## config.mk

```make
export PLATFORM = sky130hd
export DESIGN_NAME = ansi_escape_text_renderer
export DESIGN_NICKNAME = d
export VERILOG_FILES = /design/src/rtl/aetr_pkg.sv /design/src/rtl/aetr_engine.sv /design/src/rtl/aetr_rsp_buf.sv /design/src/rtl/ansi_escape_text_renderer.sv
export SDC_FILE = /design/constraint.sdc
export NUM_CORES = 1
export LEC_CHECK = 0
export ABC_AREA = 1
export ABC_CLOCK_PERIOD_IN_PS = 5220
export BUFFER_PORTS_ARGS = -buffer_cell sky130_fd_sc_hd__buf_2
export CELL_PAD_IN_SITES_DETAIL_PLACEMENT = 2
export CELL_PAD_IN_SITES_GLOBAL_PLACEMENT = 2
export CORE_AREA = 5 5 226 228
export CTS_BUF_LIST = sky130_fd_sc_hd__clkbuf_4 sky130_fd_sc_hd__clkbuf_8
export DETAILED_ROUTE_END_ITERATION = 12
export DIE_AREA = 0 0 231 233
export PLACE_DENSITY_LB_ADDON = 0.2
export SKIP_LAST_GASP = 1
export SLEW_MARGIN = 25
export SYNTH_ARGS = -nofsm -noshare
export SYNTH_HDL_FRONTEND = slang
export SYNTH_SLANG_ARGS = --single-unit
```

## constraint.sdc

```tcl
create_clock -name clock -period 5.22 [get_ports clock]
set_clock_uncertainty 0.1 [all_clocks]
set_input_delay 0.261 -clock clock [delete_from_list [all_inputs] [get_ports clock]]
set_output_delay 0.261 -clock clock [all_outputs]
set_load 0.005 [all_outputs]
```

## src/rtl/aetr_pkg.sv

```systemverilog
package aetr_pkg;

   // defaults handed to the top level
   localparam int TAB_STOP_DEFAULT  = 8;
   localparam int ROW_COUNT_DEFAULT = 4096;
   localparam logic [7:0] LINE_WIDTH_RESET = 8'd80;

   // fixed field widths of a result word
   localparam int ROW_OUT_W = 12;

   // control bytes
   localparam logic [7:0] CH_SUB      = 8'h1a;
   localparam logic [7:0] CH_ESC      = 8'h1b;
   localparam logic [7:0] CH_LF       = 8'h0a;
   localparam logic [7:0] CH_CR       = 8'h0d;
   localparam logic [7:0] CH_TAB      = 8'h09;
   localparam logic [7:0] CH_SPACE    = 8'h20;
   localparam logic [7:0] CH_LBRACKET = 8'h5b;
   localparam logic [7:0] CH_SEMI     = 8'h3b;
   localparam logic [7:0] CH_DIGIT_0  = 8'h30;
   localparam logic [7:0] CH_DIGIT_9  = 8'h39;
   localparam logic [7:0] CH_UPPER_A  = 8'h41;
   localparam logic [7:0] CH_UPPER_Z  = 8'h5a;
   localparam logic [7:0] CH_LOWER_A  = 8'h61;
   localparam logic [7:0] CH_LOWER_Z  = 8'h7a;

   // command letters
   localparam logic [7:0] CMD_SGR     = 8'h6d; // m
   localparam logic [7:0] CMD_POS_H   = 8'h48; // H
   localparam logic [7:0] CMD_POS_F   = 8'h66; // f
   localparam logic [7:0] CMD_UP      = 8'h41; // A
   localparam logic [7:0] CMD_DOWN    = 8'h42; // B
   localparam logic [7:0] CMD_RIGHT   = 8'h43; // C
   localparam logic [7:0] CMD_LEFT    = 8'h44; // D
   localparam logic [7:0] CMD_SAVE    = 8'h73; // s
   localparam logic [7:0] CMD_RESTORE = 8'h75; // u
   localparam logic [7:0] CMD_CLR_SCR = 8'h4a; // J
   localparam logic [7:0] CMD_CLR_LN  = 8'h4b; // K

   // attribute bits
   localparam logic [7:0] ATTR_RESET   = 8'h07;
   localparam logic [7:0] ATTR_BOLD    = 8'h08;
   localparam logic [7:0] ATTR_BLINK   = 8'h80;
   localparam logic [7:0] ATTR_KEEP_BG = 8'hf8;
   localparam logic [7:0] ATTR_KEEP_FG = 8'h8f;

   localparam logic [15:0] PARAM_MAX = 16'hffff;

   typedef enum logic [1:0] {
      MODE_TEXT,
      MODE_BRACKET,
      MODE_PARAMS,
      MODE_DONE
   } mode_type;

   typedef enum logic [1:0] {
      OP_WRITE,
      OP_CLEAR_LINE,
      OP_CLEAR_SCREEN
   } op_type;

   typedef struct packed {
      op_type                 op;
      logic [ROW_OUT_W-1:0]   row;
      logic [7:0]             col;
      logic [7:0]             char_code;
      logic [7:0]             attr;
      logic                   last;
   } result_type;

   // ANSI colour order to cell colour order (bit reversal of the index)
   function automatic logic [2:0] cell_colour(input logic [2:0] ansi);
      logic [2:0] c;
      case (ansi)
         3'd0: c = 3'd0;
         3'd1: c = 3'd4;
         3'd2: c = 3'd2;
         3'd3: c = 3'd6;
         3'd4: c = 3'd1;
         3'd5: c = 3'd5;
         3'd6: c = 3'd3;
         3'd7: c = 3'd7;
         default: c = 3'd0;
      endcase
      return c;
   endfunction

   function automatic logic [7:0] sgr_apply(input logic [7:0] a, input logic [15:0] v);
      logic [7:0] r;
      logic [2:0] fg;
      logic [2:0] bg;
      fg = 3'(v - 16'd30);
      bg = 3'(v - 16'd40);
      r  = a;
      if (v == 16'd0) begin
         r = ATTR_RESET;
      end else if (v == 16'd1) begin
         r = a | ATTR_BOLD;
      end else if (v == 16'd5) begin
         r = a | ATTR_BLINK;
      end else if (v >= 16'd30 && v <= 16'd37) begin
         r = (a & ATTR_KEEP_BG) | {5'd0, cell_colour(fg)};
      end else if (v >= 16'd40 && v <= 16'd47) begin
         r = (a & ATTR_KEEP_FG) | {1'b0, cell_colour(bg), 4'd0};
      end
      return r;
   endfunction

endpackage

```

## src/rtl/aetr_engine.sv

```systemverilog
module aetr_engine #(
   parameter int TAB_STOP  = aetr_pkg::TAB_STOP_DEFAULT,
   parameter int ROW_COUNT = aetr_pkg::ROW_COUNT_DEFAULT
) (
   input  logic                   clock,
   input  logic                   reset,
   input  logic                   step,
   input  logic [7:0]             in_byte,
   input  logic [7:0]             line_width,
   output aetr_pkg::result_type   res,
   output logic                   emit,
   output logic                   done
);

   localparam int RowW  = $clog2(ROW_COUNT);
   localparam int LeftW = $clog2(TAB_STOP);
   localparam int CntW  = $clog2(TAB_STOP + 1);
   localparam int TabRecip = (65536 + TAB_STOP - 1) / TAB_STOP;
   localparam logic [RowW-1:0] RowMax   = RowW'(ROW_COUNT - 1);
   localparam logic [16:0]     RowMax17 = 17'(ROW_COUNT - 1);

   aetr_pkg::mode_type mode_ff, mode_in;
   logic [7:0]      col_ff, col_in;
   logic [RowW-1:0] row_ff, row_in;
   logic [7:0]      attr_ff, attr_in;
   logic [7:0]      saved_col_ff, saved_col_in;
   logic [RowW-1:0] saved_row_ff, saved_row_in;
   logic [15:0]     first_ff, first_in;
   logic [15:0]     second_ff, second_in;
   logic [15:0]     cur_ff, cur_in;
   logic [1:0]      count_ff, count_in;
   logic            open_ff, open_in;
   logic [7:0]      pend_ff, pend_in;
   logic            multi_ff, multi_in;
   logic [LeftW-1:0] left_ff, left_in;
   logic [7:0]      fill_ff, fill_in;

   // helpers
   logic [7:0]      width;
   logic [8:0]      col_p1;
   logic            wrap;
   logic [RowW-1:0] row_inc;
   logic [7:0]      adv_col;
   logic [RowW-1:0] adv_row;
   logic [24:0]     tab_prod;
   logic [7:0]      tab_q;
   logic [7:0]      tab_rem;
   logic [CntW-1:0] tab_cnt;
   logic            is_letter;
   logic            is_digit;
   logic [19:0]     digit_sum;
   logic [15:0]     a1, a2, n, a2n, a2m1, nm1;
   logic [RowW-1:0] room;
   logic [16:0]     right_sum;
   logic [7:0]      width_m1;

   assign width    = (line_width == 8'd0) ? 8'd1 : line_width;
   assign width_m1 = width - 8'd1;

   // put-cell cursor advance with wrap
   assign col_p1  = {1'b0, col_ff} + 9'd1;
   assign wrap    = col_p1 >= {1'b0, width};
   assign row_inc = (row_ff == RowMax) ? RowMax : row_ff + RowW'(1);
   assign adv_col = wrap ? 8'd0 : col_p1[7:0];
   assign adv_row = wrap ? row_inc : row_ff;

   // column modulo tab stop by reciprocal multiply
   assign tab_prod = 25'(col_ff) * 25'(TabRecip);
   assign tab_q    = tab_prod[23:16];
   assign tab_rem  = col_ff - 8'(tab_q * 8'(TAB_STOP));
   assign tab_cnt  = CntW'(TAB_STOP) - CntW'(tab_rem);

   assign is_letter = (in_byte >= aetr_pkg::CH_UPPER_A && in_byte <= aetr_pkg::CH_UPPER_Z) ||
                      (in_byte >= aetr_pkg::CH_LOWER_A && in_byte <= aetr_pkg::CH_LOWER_Z);
   assign is_digit  = in_byte >= aetr_pkg::CH_DIGIT_0 && in_byte <= aetr_pkg::CH_DIGIT_9;
   assign digit_sum = {1'b0, cur_ff, 3'd0} + {3'd0, cur_ff, 1'b0}
                    + 20'(in_byte - aetr_pkg::CH_DIGIT_0);

   // command arguments
   assign a1   = (count_ff == 2'd0) ? cur_ff : first_ff;
   assign a2   = (count_ff == 2'd0) ? 16'd0 : ((count_ff == 2'd1) ? cur_ff : second_ff);
   assign n    = (a1 == 16'd0) ? 16'd1 : a1;
   assign nm1  = n - 16'd1;
   assign a2n  = (a2 == 16'd0) ? 16'd1 : a2;
   assign a2m1 = a2n - 16'd1;
   assign room = RowMax - row_ff;
   assign right_sum = 17'(col_ff) + 17'(n);

   always_comb begin
      mode_in      = mode_ff;
      col_in       = col_ff;
      row_in       = row_ff;
      attr_in      = attr_ff;
      saved_col_in = saved_col_ff;
      saved_row_in = saved_row_ff;
      first_in     = first_ff;
      second_in    = second_ff;
      cur_in       = cur_ff;
      count_in     = count_ff;
      open_in      = open_ff;
      pend_in      = pend_ff;
      multi_in     = multi_ff;
      left_in      = left_ff;
      fill_in      = fill_ff;
      emit         = 1'b0;
      done         = 1'b1;
      res.op        = aetr_pkg::OP_WRITE;
      res.row       = aetr_pkg::ROW_OUT_W'(row_ff);
      res.col       = col_ff;
      res.char_code = in_byte;
      res.attr      = attr_ff;

      if (multi_ff) begin
         // rest of a tab burst or of an ESC pair
         emit          = 1'b1;
         res.char_code = fill_ff;
         col_in        = adv_col;
         row_in        = adv_row;
         left_in       = left_ff - LeftW'(1);
         done          = left_ff == LeftW'(1);
         multi_in      = !done;
      end else begin
         case (mode_ff)
            aetr_pkg::MODE_TEXT: begin
               if (in_byte == aetr_pkg::CH_SUB) begin
                  mode_in = aetr_pkg::MODE_DONE;
               end else if (in_byte == aetr_pkg::CH_ESC) begin
                  mode_in = aetr_pkg::MODE_BRACKET;
               end else if (in_byte == aetr_pkg::CH_LF) begin
                  row_in = row_inc;
                  col_in = 8'd0;
               end else if (in_byte == aetr_pkg::CH_CR) begin
                  mode_in = mode_ff;
               end else if (in_byte == aetr_pkg::CH_TAB) begin
                  emit          = 1'b1;
                  res.char_code = aetr_pkg::CH_SPACE;
                  col_in        = adv_col;
                  row_in        = adv_row;
                  if (tab_cnt != CntW'(1)) begin
                     multi_in = 1'b1;
                     left_in  = LeftW'(tab_cnt - CntW'(1));
                     fill_in  = aetr_pkg::CH_SPACE;
                     done     = 1'b0;
                  end
               end else begin
                  emit   = 1'b1;
                  col_in = adv_col;
                  row_in = adv_row;
               end
            end
            aetr_pkg::MODE_BRACKET: begin
               if (in_byte != aetr_pkg::CH_LBRACKET) begin
                  // lone ESC: write it and the byte after it as cells
                  emit          = 1'b1;
                  res.char_code = aetr_pkg::CH_ESC;
                  col_in        = adv_col;
                  row_in        = adv_row;
                  multi_in      = 1'b1;
                  left_in       = LeftW'(1);
                  fill_in       = in_byte;
                  done          = 1'b0;
                  mode_in       = aetr_pkg::MODE_TEXT;
               end else begin
                  mode_in   = aetr_pkg::MODE_PARAMS;
                  first_in  = 16'd0;
                  second_in = 16'd0;
                  cur_in    = 16'd0;
                  count_in  = 2'd0;
                  open_in   = 1'b1;
                  pend_in   = attr_ff;
               end
            end
            aetr_pkg::MODE_PARAMS: begin
               if (is_letter) begin
                  mode_in = aetr_pkg::MODE_TEXT;
                  case (in_byte)
                     aetr_pkg::CMD_SGR: begin
                        attr_in = aetr_pkg::sgr_apply(pend_ff, cur_ff);
                     end
                     aetr_pkg::CMD_POS_H, aetr_pkg::CMD_POS_F: begin
                        row_in = ({1'b0, nm1} > RowMax17) ? RowMax : RowW'(nm1);
                        col_in = (a2m1 > 16'(width_m1)) ? width_m1 : a2m1[7:0];
                     end
                     aetr_pkg::CMD_UP: begin
                        row_in = (17'(n) >= 17'(row_ff)) ? '0 : row_ff - RowW'(n);
                     end
                     aetr_pkg::CMD_DOWN: begin
                        row_in = (17'(n) >= 17'(room)) ? RowMax : row_ff + RowW'(n);
                     end
                     aetr_pkg::CMD_RIGHT: begin
                        col_in = (right_sum > 17'(width_m1)) ? width_m1 : right_sum[7:0];
                     end
                     aetr_pkg::CMD_LEFT: begin
                        col_in = (17'(n) >= 17'(col_ff)) ? 8'd0 : col_ff - 8'(n);
                     end
                     aetr_pkg::CMD_SAVE: begin
                        saved_col_in = col_ff;
                        saved_row_in = row_ff;
                     end
                     aetr_pkg::CMD_RESTORE: begin
                        col_in = saved_col_ff;
                        row_in = saved_row_ff;
                     end
                     aetr_pkg::CMD_CLR_SCR: begin
                        emit          = 1'b1;
                        res.op        = aetr_pkg::OP_CLEAR_SCREEN;
                        res.row       = '0;
                        res.col       = 8'd0;
                        res.char_code = aetr_pkg::CH_SPACE;
                        res.attr      = aetr_pkg::ATTR_RESET;
                        row_in        = '0;
                     end
                     aetr_pkg::CMD_CLR_LN: begin
                        emit          = 1'b1;
                        res.op        = aetr_pkg::OP_CLEAR_LINE;
                        res.char_code = aetr_pkg::CH_SPACE;
                     end
                     default: begin
                        mode_in = aetr_pkg::MODE_TEXT;
                     end
                  endcase
               end else if (in_byte == aetr_pkg::CH_SEMI) begin
                  if (count_ff == 2'd0) begin
                     first_in = cur_ff;
                  end else if (count_ff == 2'd1) begin
                     second_in = cur_ff;
                  end
                  pend_in = aetr_pkg::sgr_apply(pend_ff, cur_ff);
                  cur_in  = 16'd0;
                  open_in = 1'b1;
                  if (count_ff != 2'd3) begin
                     count_in = count_ff + 2'd1;
                  end
               end else if (is_digit && open_ff) begin
                  cur_in = (digit_sum > 20'(aetr_pkg::PARAM_MAX)) ? aetr_pkg::PARAM_MAX
                                                                   : digit_sum[15:0];
               end else begin
                  open_in = 1'b0;
               end
            end
            default: begin
               mode_in = mode_ff;
            end
         endcase
      end
      res.last = done;
   end

   always_ff @(posedge clock) begin
      if (reset) begin
         mode_ff      <= aetr_pkg::MODE_TEXT;
         col_ff       <= 8'd0;
         row_ff       <= '0;
         attr_ff      <= aetr_pkg::ATTR_RESET;
         saved_col_ff <= 8'd0;
         saved_row_ff <= '0;
         first_ff     <= 16'd0;
         second_ff    <= 16'd0;
         cur_ff       <= 16'd0;
         count_ff     <= 2'd0;
         open_ff      <= 1'b1;
         pend_ff      <= aetr_pkg::ATTR_RESET;
         multi_ff     <= 1'b0;
         left_ff      <= '0;
         fill_ff      <= 8'd0;
      end else if (step) begin
         mode_ff      <= mode_in;
         col_ff       <= col_in;
         row_ff       <= row_in;
         attr_ff      <= attr_in;
         saved_col_ff <= saved_col_in;
         saved_row_ff <= saved_row_in;
         first_ff     <= first_in;
         second_ff    <= second_in;
         cur_ff       <= cur_in;
         count_ff     <= count_in;
         open_ff      <= open_in;
         pend_ff      <= pend_in;
         multi_ff     <= multi_in;
         left_ff      <= left_in;
         fill_ff      <= fill_in;
      end
   end

endmodule

```

## src/rtl/aetr_rsp_buf.sv

```systemverilog
module aetr_rsp_buf (
   input  logic                   clock,
   input  logic                   reset,
   input  logic                   load,
   input  aetr_pkg::result_type   res_in,
   input  logic                   rsp_stall,
   output logic                   rsp_valid,
   output aetr_pkg::result_type   res_out,
   output logic                   free
);

   logic                 valid_ff, valid_in;
   aetr_pkg::result_type res_ff;

   // a word leaves on the same edge a new one may enter
   assign free     = !valid_ff || !rsp_stall;
   assign valid_in = load || (valid_ff && rsp_stall);

   always_ff @(posedge clock) begin
      if (reset) begin
         valid_ff <= 1'b0;
      end else begin
         valid_ff <= valid_in;
      end
   end

   always_ff @(posedge clock) begin
      if (load) begin
         res_ff <= res_in;
      end
   end

   assign rsp_valid = valid_ff;
   assign res_out   = res_ff;

endmodule

```

## src/rtl/ansi_escape_text_renderer.sv

```systemverilog
// channel  | direction | handshake                 | word
// ---------+-----------+---------------------------+--------------------------------------
// req_     | in        | req_valid / req_stall     | in_byte
// rsp_     | out       | rsp_valid / rsp_stall     | op, row, col, char_code, attr, last
// csr_     | in        | csr_valid / csr_ready     | line_width
//
// One byte a cycle in steady state, while rsp_stall is low and each byte causes at
// most one result. A byte stays in the input register until all its results have
// gone to the result register: a tab causes up to TAB_STOP, a lone ESC pair two.
// Synchronous active-high reset: cursor home, attribute 7, text mode, width 80.
// rsp_stall holds the result register; the input register then stalls req_ only
// once its byte actually needs that register.
module ansi_escape_text_renderer #(
   parameter int TAB_STOP  = aetr_pkg::TAB_STOP_DEFAULT,
   parameter int ROW_COUNT = aetr_pkg::ROW_COUNT_DEFAULT
) (
   input  logic        clock,
   input  logic        reset,
   // byte stream in
   input  logic        req_valid,
   output logic        req_stall,
   input  logic [7:0]  req_in_byte,
   // screen operations out
   output logic        rsp_valid,
   input  logic        rsp_stall,
   output logic [1:0]  rsp_op,
   output logic [11:0] rsp_row,
   output logic [7:0]  rsp_col,
   output logic [7:0]  rsp_char_code,
   output logic [7:0]  rsp_attr,
   output logic        rsp_last,
   // line width register
   input  logic        csr_valid,
   output logic        csr_ready,
   input  logic [7:0]  csr_line_width
);

   logic [7:0]           width_ff;
   logic                 in_valid_ff, in_valid_in;
   logic [7:0]           byte_ff;
   logic                 accept;
   logic                 fire;
   logic                 emit;
   logic                 done;
   logic                 out_free;
   aetr_pkg::result_type res_next;
   aetr_pkg::result_type res_out;

   // the user must make config writes only while idle; the block does not enforce it, so always ready
   assign csr_ready = 1'b1;

   always_ff @(posedge clock) begin
      if (reset) begin
         width_ff <= aetr_pkg::LINE_WIDTH_RESET;
      end else if (csr_valid && csr_ready) begin
         width_ff <= csr_line_width;
      end
   end

   // a step runs when a byte is held and its result (if any) has somewhere to go
   assign fire      = in_valid_ff && (!emit || out_free);
   assign req_stall = in_valid_ff && !(fire && done);
   assign accept    = req_valid && !req_stall;
   assign in_valid_in = accept || (in_valid_ff && !(fire && done));

   always_ff @(posedge clock) begin
      if (reset) begin
         in_valid_ff <= 1'b0;
      end else begin
         in_valid_ff <= in_valid_in;
      end
   end

   always_ff @(posedge clock) begin
      if (accept) begin
         byte_ff <= req_in_byte;
      end
   end

   aetr_engine #(
      .TAB_STOP  (TAB_STOP),
      .ROW_COUNT (ROW_COUNT)
   ) u_engine (
      .clock      (clock),
      .reset      (reset),
      .step       (fire),
      .in_byte    (byte_ff),
      .line_width (width_ff),
      .res        (res_next),
      .emit       (emit),
      .done       (done)
   );

   aetr_rsp_buf u_rsp_buf (
      .clock     (clock),
      .reset     (reset),
      .load      (fire && emit),
      .res_in    (res_next),
      .rsp_stall (rsp_stall),
      .rsp_valid (rsp_valid),
      .res_out   (res_out),
      .free      (out_free)
   );

   assign rsp_op        = res_out.op;
   assign rsp_row       = res_out.row;
   assign rsp_col       = res_out.col;
   assign rsp_char_code = res_out.char_code;
   assign rsp_attr      = res_out.attr;
   assign rsp_last      = res_out.last;

endmodule

```

==> flow_summary.json <==
{
  "place_area_mm2": 0.0172,
  "final_cells": 3108,
  "clockRootBuffer": "clkbuf_8",
  "p_sw_mw": 1.25,
  "peakVddDrop_v": 0.000165,
  "clk_path_buf_depth": 2,
  "synth_seq_cells": 181,
  "p_int_mw": 2.25,
  "dp_cells": 3046,
  "track_usage_pct": 25.6,
  "rows": 81,
  "avgViaCountPerCell": 5.46,
  "slew_violations": 0,
  "post-route-drc-count": 0,
  "hold_viol": 0,
  "io_buffers": 61,
  "crit_arrival_ns": 5.35,
  "critPathMaxFanout": 7,
  "grt_pass1_vias": 18600,
  "muxShareOfSynthArea_pct": 0,
  "synth_flop_cell": "dfxtp_1",
  "yosysTopAreaCell": "dfxtp_1",
  "htree_levels": 4,
  "p_sw_share_pct": 35.8,
  "grt.overflow.total": 0,
  "synth_edf_count": 47,
  "fin_nets": 2644,
  "ant_nets": 0,
  "design_area_mm2": 0.0180,
  "slowest_stage": "fa_2",
  "crit_type": "reg2reg",
  "die_y_um": 233,
  "place_ws_ns": -0.0410,
  "syn_inst": 2372,
  "synth_top_family_by_area": "simple AND/OR/NAND/NOR gates",
  "coreArea_mm2": 0.0486,
  "wl_per_cell_um": 22.5,
  "cts_tree": "done",
  "antenna_found_initial": 2,
  "cp-start-kind": "register",
  "multi_input_area_mm2": 0.0101,
  "via_count": 17000,
  "yosysMostFrequentCell": "nand2_1",
  "synth_top_area_share_pct": 16.9,
  "power_density_mw_per_mm2": 195,
  "clk_latency_ns": 0.58,
  "crit_path_frequent_cell": "nand2_1",
  "fp.dieArea_mm2": 0.0538,
  "synth-simple-area-share_pct": 27.7,
  "syn_area_mm2": 0.0159,
  "synthAdderAreaFrac_pct": 12.7,
  "syn_area_per_cell_um2": 6.70,
  "synthArstFlopShare_pct": 0,
  "boundaryPins": 63,
  "synthXorXnorAreaFrac_pct": 4.13,
  "dp_hpwl_um": 54000,
  "finalSetupViolations": 0,
  "fp.dieW_um": 231,
  "syn_to_final_growth_pct": 13.1,
  "synth_nets": 2543,
  "synth_common_cells": "nand2_1, inv_1, a21oi_1",
  "seq_power_share_pct": 44.1,
  "max-slew-margin-rel_pct": 34.1,
  "hp-class": "in2reg",
  "totalWireLength_um": 69800,
  "grt_max_degree": 58,
  "ys_warn_count": 0,
  "num_antenna_cells": 0,
  "clkPwrFrac_pct": 32.8,
  "max_clock_freq_mhz": 203,
  "clkTransAtPathRegs_ns": 0.12,
  "drv_cap": 0,
  "min_period_over_period_pct": 94.4,
  "worstSetupEndpointType": "register",
  "ys_types": 58,
  "grt_pass1_wl_um": 108000,
  "synth_area_leaders": "dfxtp_1, nand2_1, ha_1, edfxtp_1, inv_1",
  "setup_slack_ns": 0.294,
  "final_layout_size_suffix_gt1_share_pct": 10.9,
  "cts_buffers": 17,
  "status": "finished clean",
  "tightest_slew_ns": 0.982,
  "cts.sinks": 181,
  "synth-compound-area-share_pct": 18.5,
  "ys_seq_area_share_pct": 25.8,
  "fin_crit_ns": 4.93,
  "leakage_nw": 8.38,
  "fin_hold_ws_ns": 0.0967,
  "crit_required_ns": 5.64,
  "slowest_delay_ns": 0.36,
  "drtIter0Drc": 811,
  "regArea_mm2": 0.00410,
  "p_comb_share_pct": 23.1,
  "firstDrtPassIters": 6,
  "fill_cells": 5922,
  "initial_core_util_pct": 32.7,
  "place.gp.congestion": 0.897
}
## final timing paths
path                         from             endpoint  slack [ns]  depth (start not counted)
min                     csr_valid          width_ff[2]         0.1                          3
min reg2reg   u_engine.pend_ff[5]  u_engine.pend_ff[5]        0.37                          2
max          u_engine.count_ff[1]   u_engine.col_ff[0]        0.29                         35
max reg2reg  u_engine.count_ff[1]   u_engine.col_ff[0]        0.29                         35
## state kept, by name, indices dropped and copies added (netlist names), 12 cells and up, named ones only
register               flops
u_engine.cur_ff           16
u_engine.first_ff         16
u_engine.row_ff           12
u_engine.saved_row_ff     12
u_engine.second_ff        16
u_rsp_buf.res_out         39
## area by class of cell
class	count	share of cell area [%]
clock inverter	15	1.20
sequential	181	22.8
clock buffer	17	1.30
multi-input combinational	1743	56.2
inverter	363	7.58
tap	622	4.33
timing repair buffer	167	6.63
## through the flow
stage               total power [mW]  setup TNS (ns)  util (%)
global route                    3.68          -0.210      37.0
finish                          3.50               0      37.0
detailed placement              2.35         -0.0697      35.3
CTS                             3.54               0      36.8
global placement                2.31               0      35.3
floorplan                       2.06               0         -
## critical path: cells and delay by family (launching register included)
| family | cells | cell delay, ns |
|---|---|---|
| XOR/XNOR | 1 | 0.24 |
| flip-flops | 1 | 0.35 |
| AND/OR/NAND/NOR | 24 | 2.25 |
| adder cells (fa/ha/maj) | 4 | 1.07 |
| buffers and inverters | 3 | 0.26 |
| AO/OA/AOI/OAI | 3 | 0.59 |
## layout by cell type, fill, tap and decap left out, types with 8 or more instances in the layout
master           n
nand2_1        480
nor2_4           8
dfxtp_1        132
nand3_1        175
xnor2_1         13
a31oi_1          9
nand4_1         28
dlygate4sd3_1   26
a21oi_1        201
ha_1           129
nor2_1         187
buf_4           78
buf_2           61
clkbuf_8        17
o21ai_1         26
inv_1          337
fa_1            18
o31ai_1         12
a211oi_1        13
nand2_2         11
o21bai_1        13
o221ai_1         8
o21ai_0        174
nor2_2          17
edfxtp_1        47
nor3_1          46
nor4_1           9
xor2_1          61
inv_2           20
o211ai_1        22
## repair_timing
action,CTS,global route
gates cloned,1,0
resized for setup,2,17
endpoints found under the setup margin,5,8
endpoints found under the hold margin,18,0
pin swaps,1,2
setup buffers,0,3
hold buffers,26,0
## per-layer routing
metal  share of wire, %  vias up  routed length, µm  global-route usage, %
li1                   -     8001                  -                      -
met1                 43     8558              29800                   30.6
met2                 50      296              34900                   46.4
met3                4.1      107               2880                   4.49
met4                3.1        2               2180                   8.69
met5              0.017        -                 12                      0
## power groups by stage
| stage | registers, mW | logic (mW) | clock network (mW) |
|---|---|---|---|
| 2_1_floorplan | 1.55 | 0.502 | 0 |
| 3_3_place_gp | 1.57 | 0.737 | 0 |
| 3_5_place_dp | 1.58 | 0.776 | 0 |
| 4_1_cts | 1.54 | 0.803 | 1.20 |
| 5_1_grt | 1.55 | 0.895 | 1.24 |
| 6_report | 1.55 | 0.810 | 1.15 |
## logic make-up after synthesis
logic type      Yosys count
simple gates            996
compound gates          520
buf+inv                 449
flops                   181
fa+ha+maj               150
xor+xnor                 75
other cells               1
Note: power is estimated with default switching activity, not from simulation.
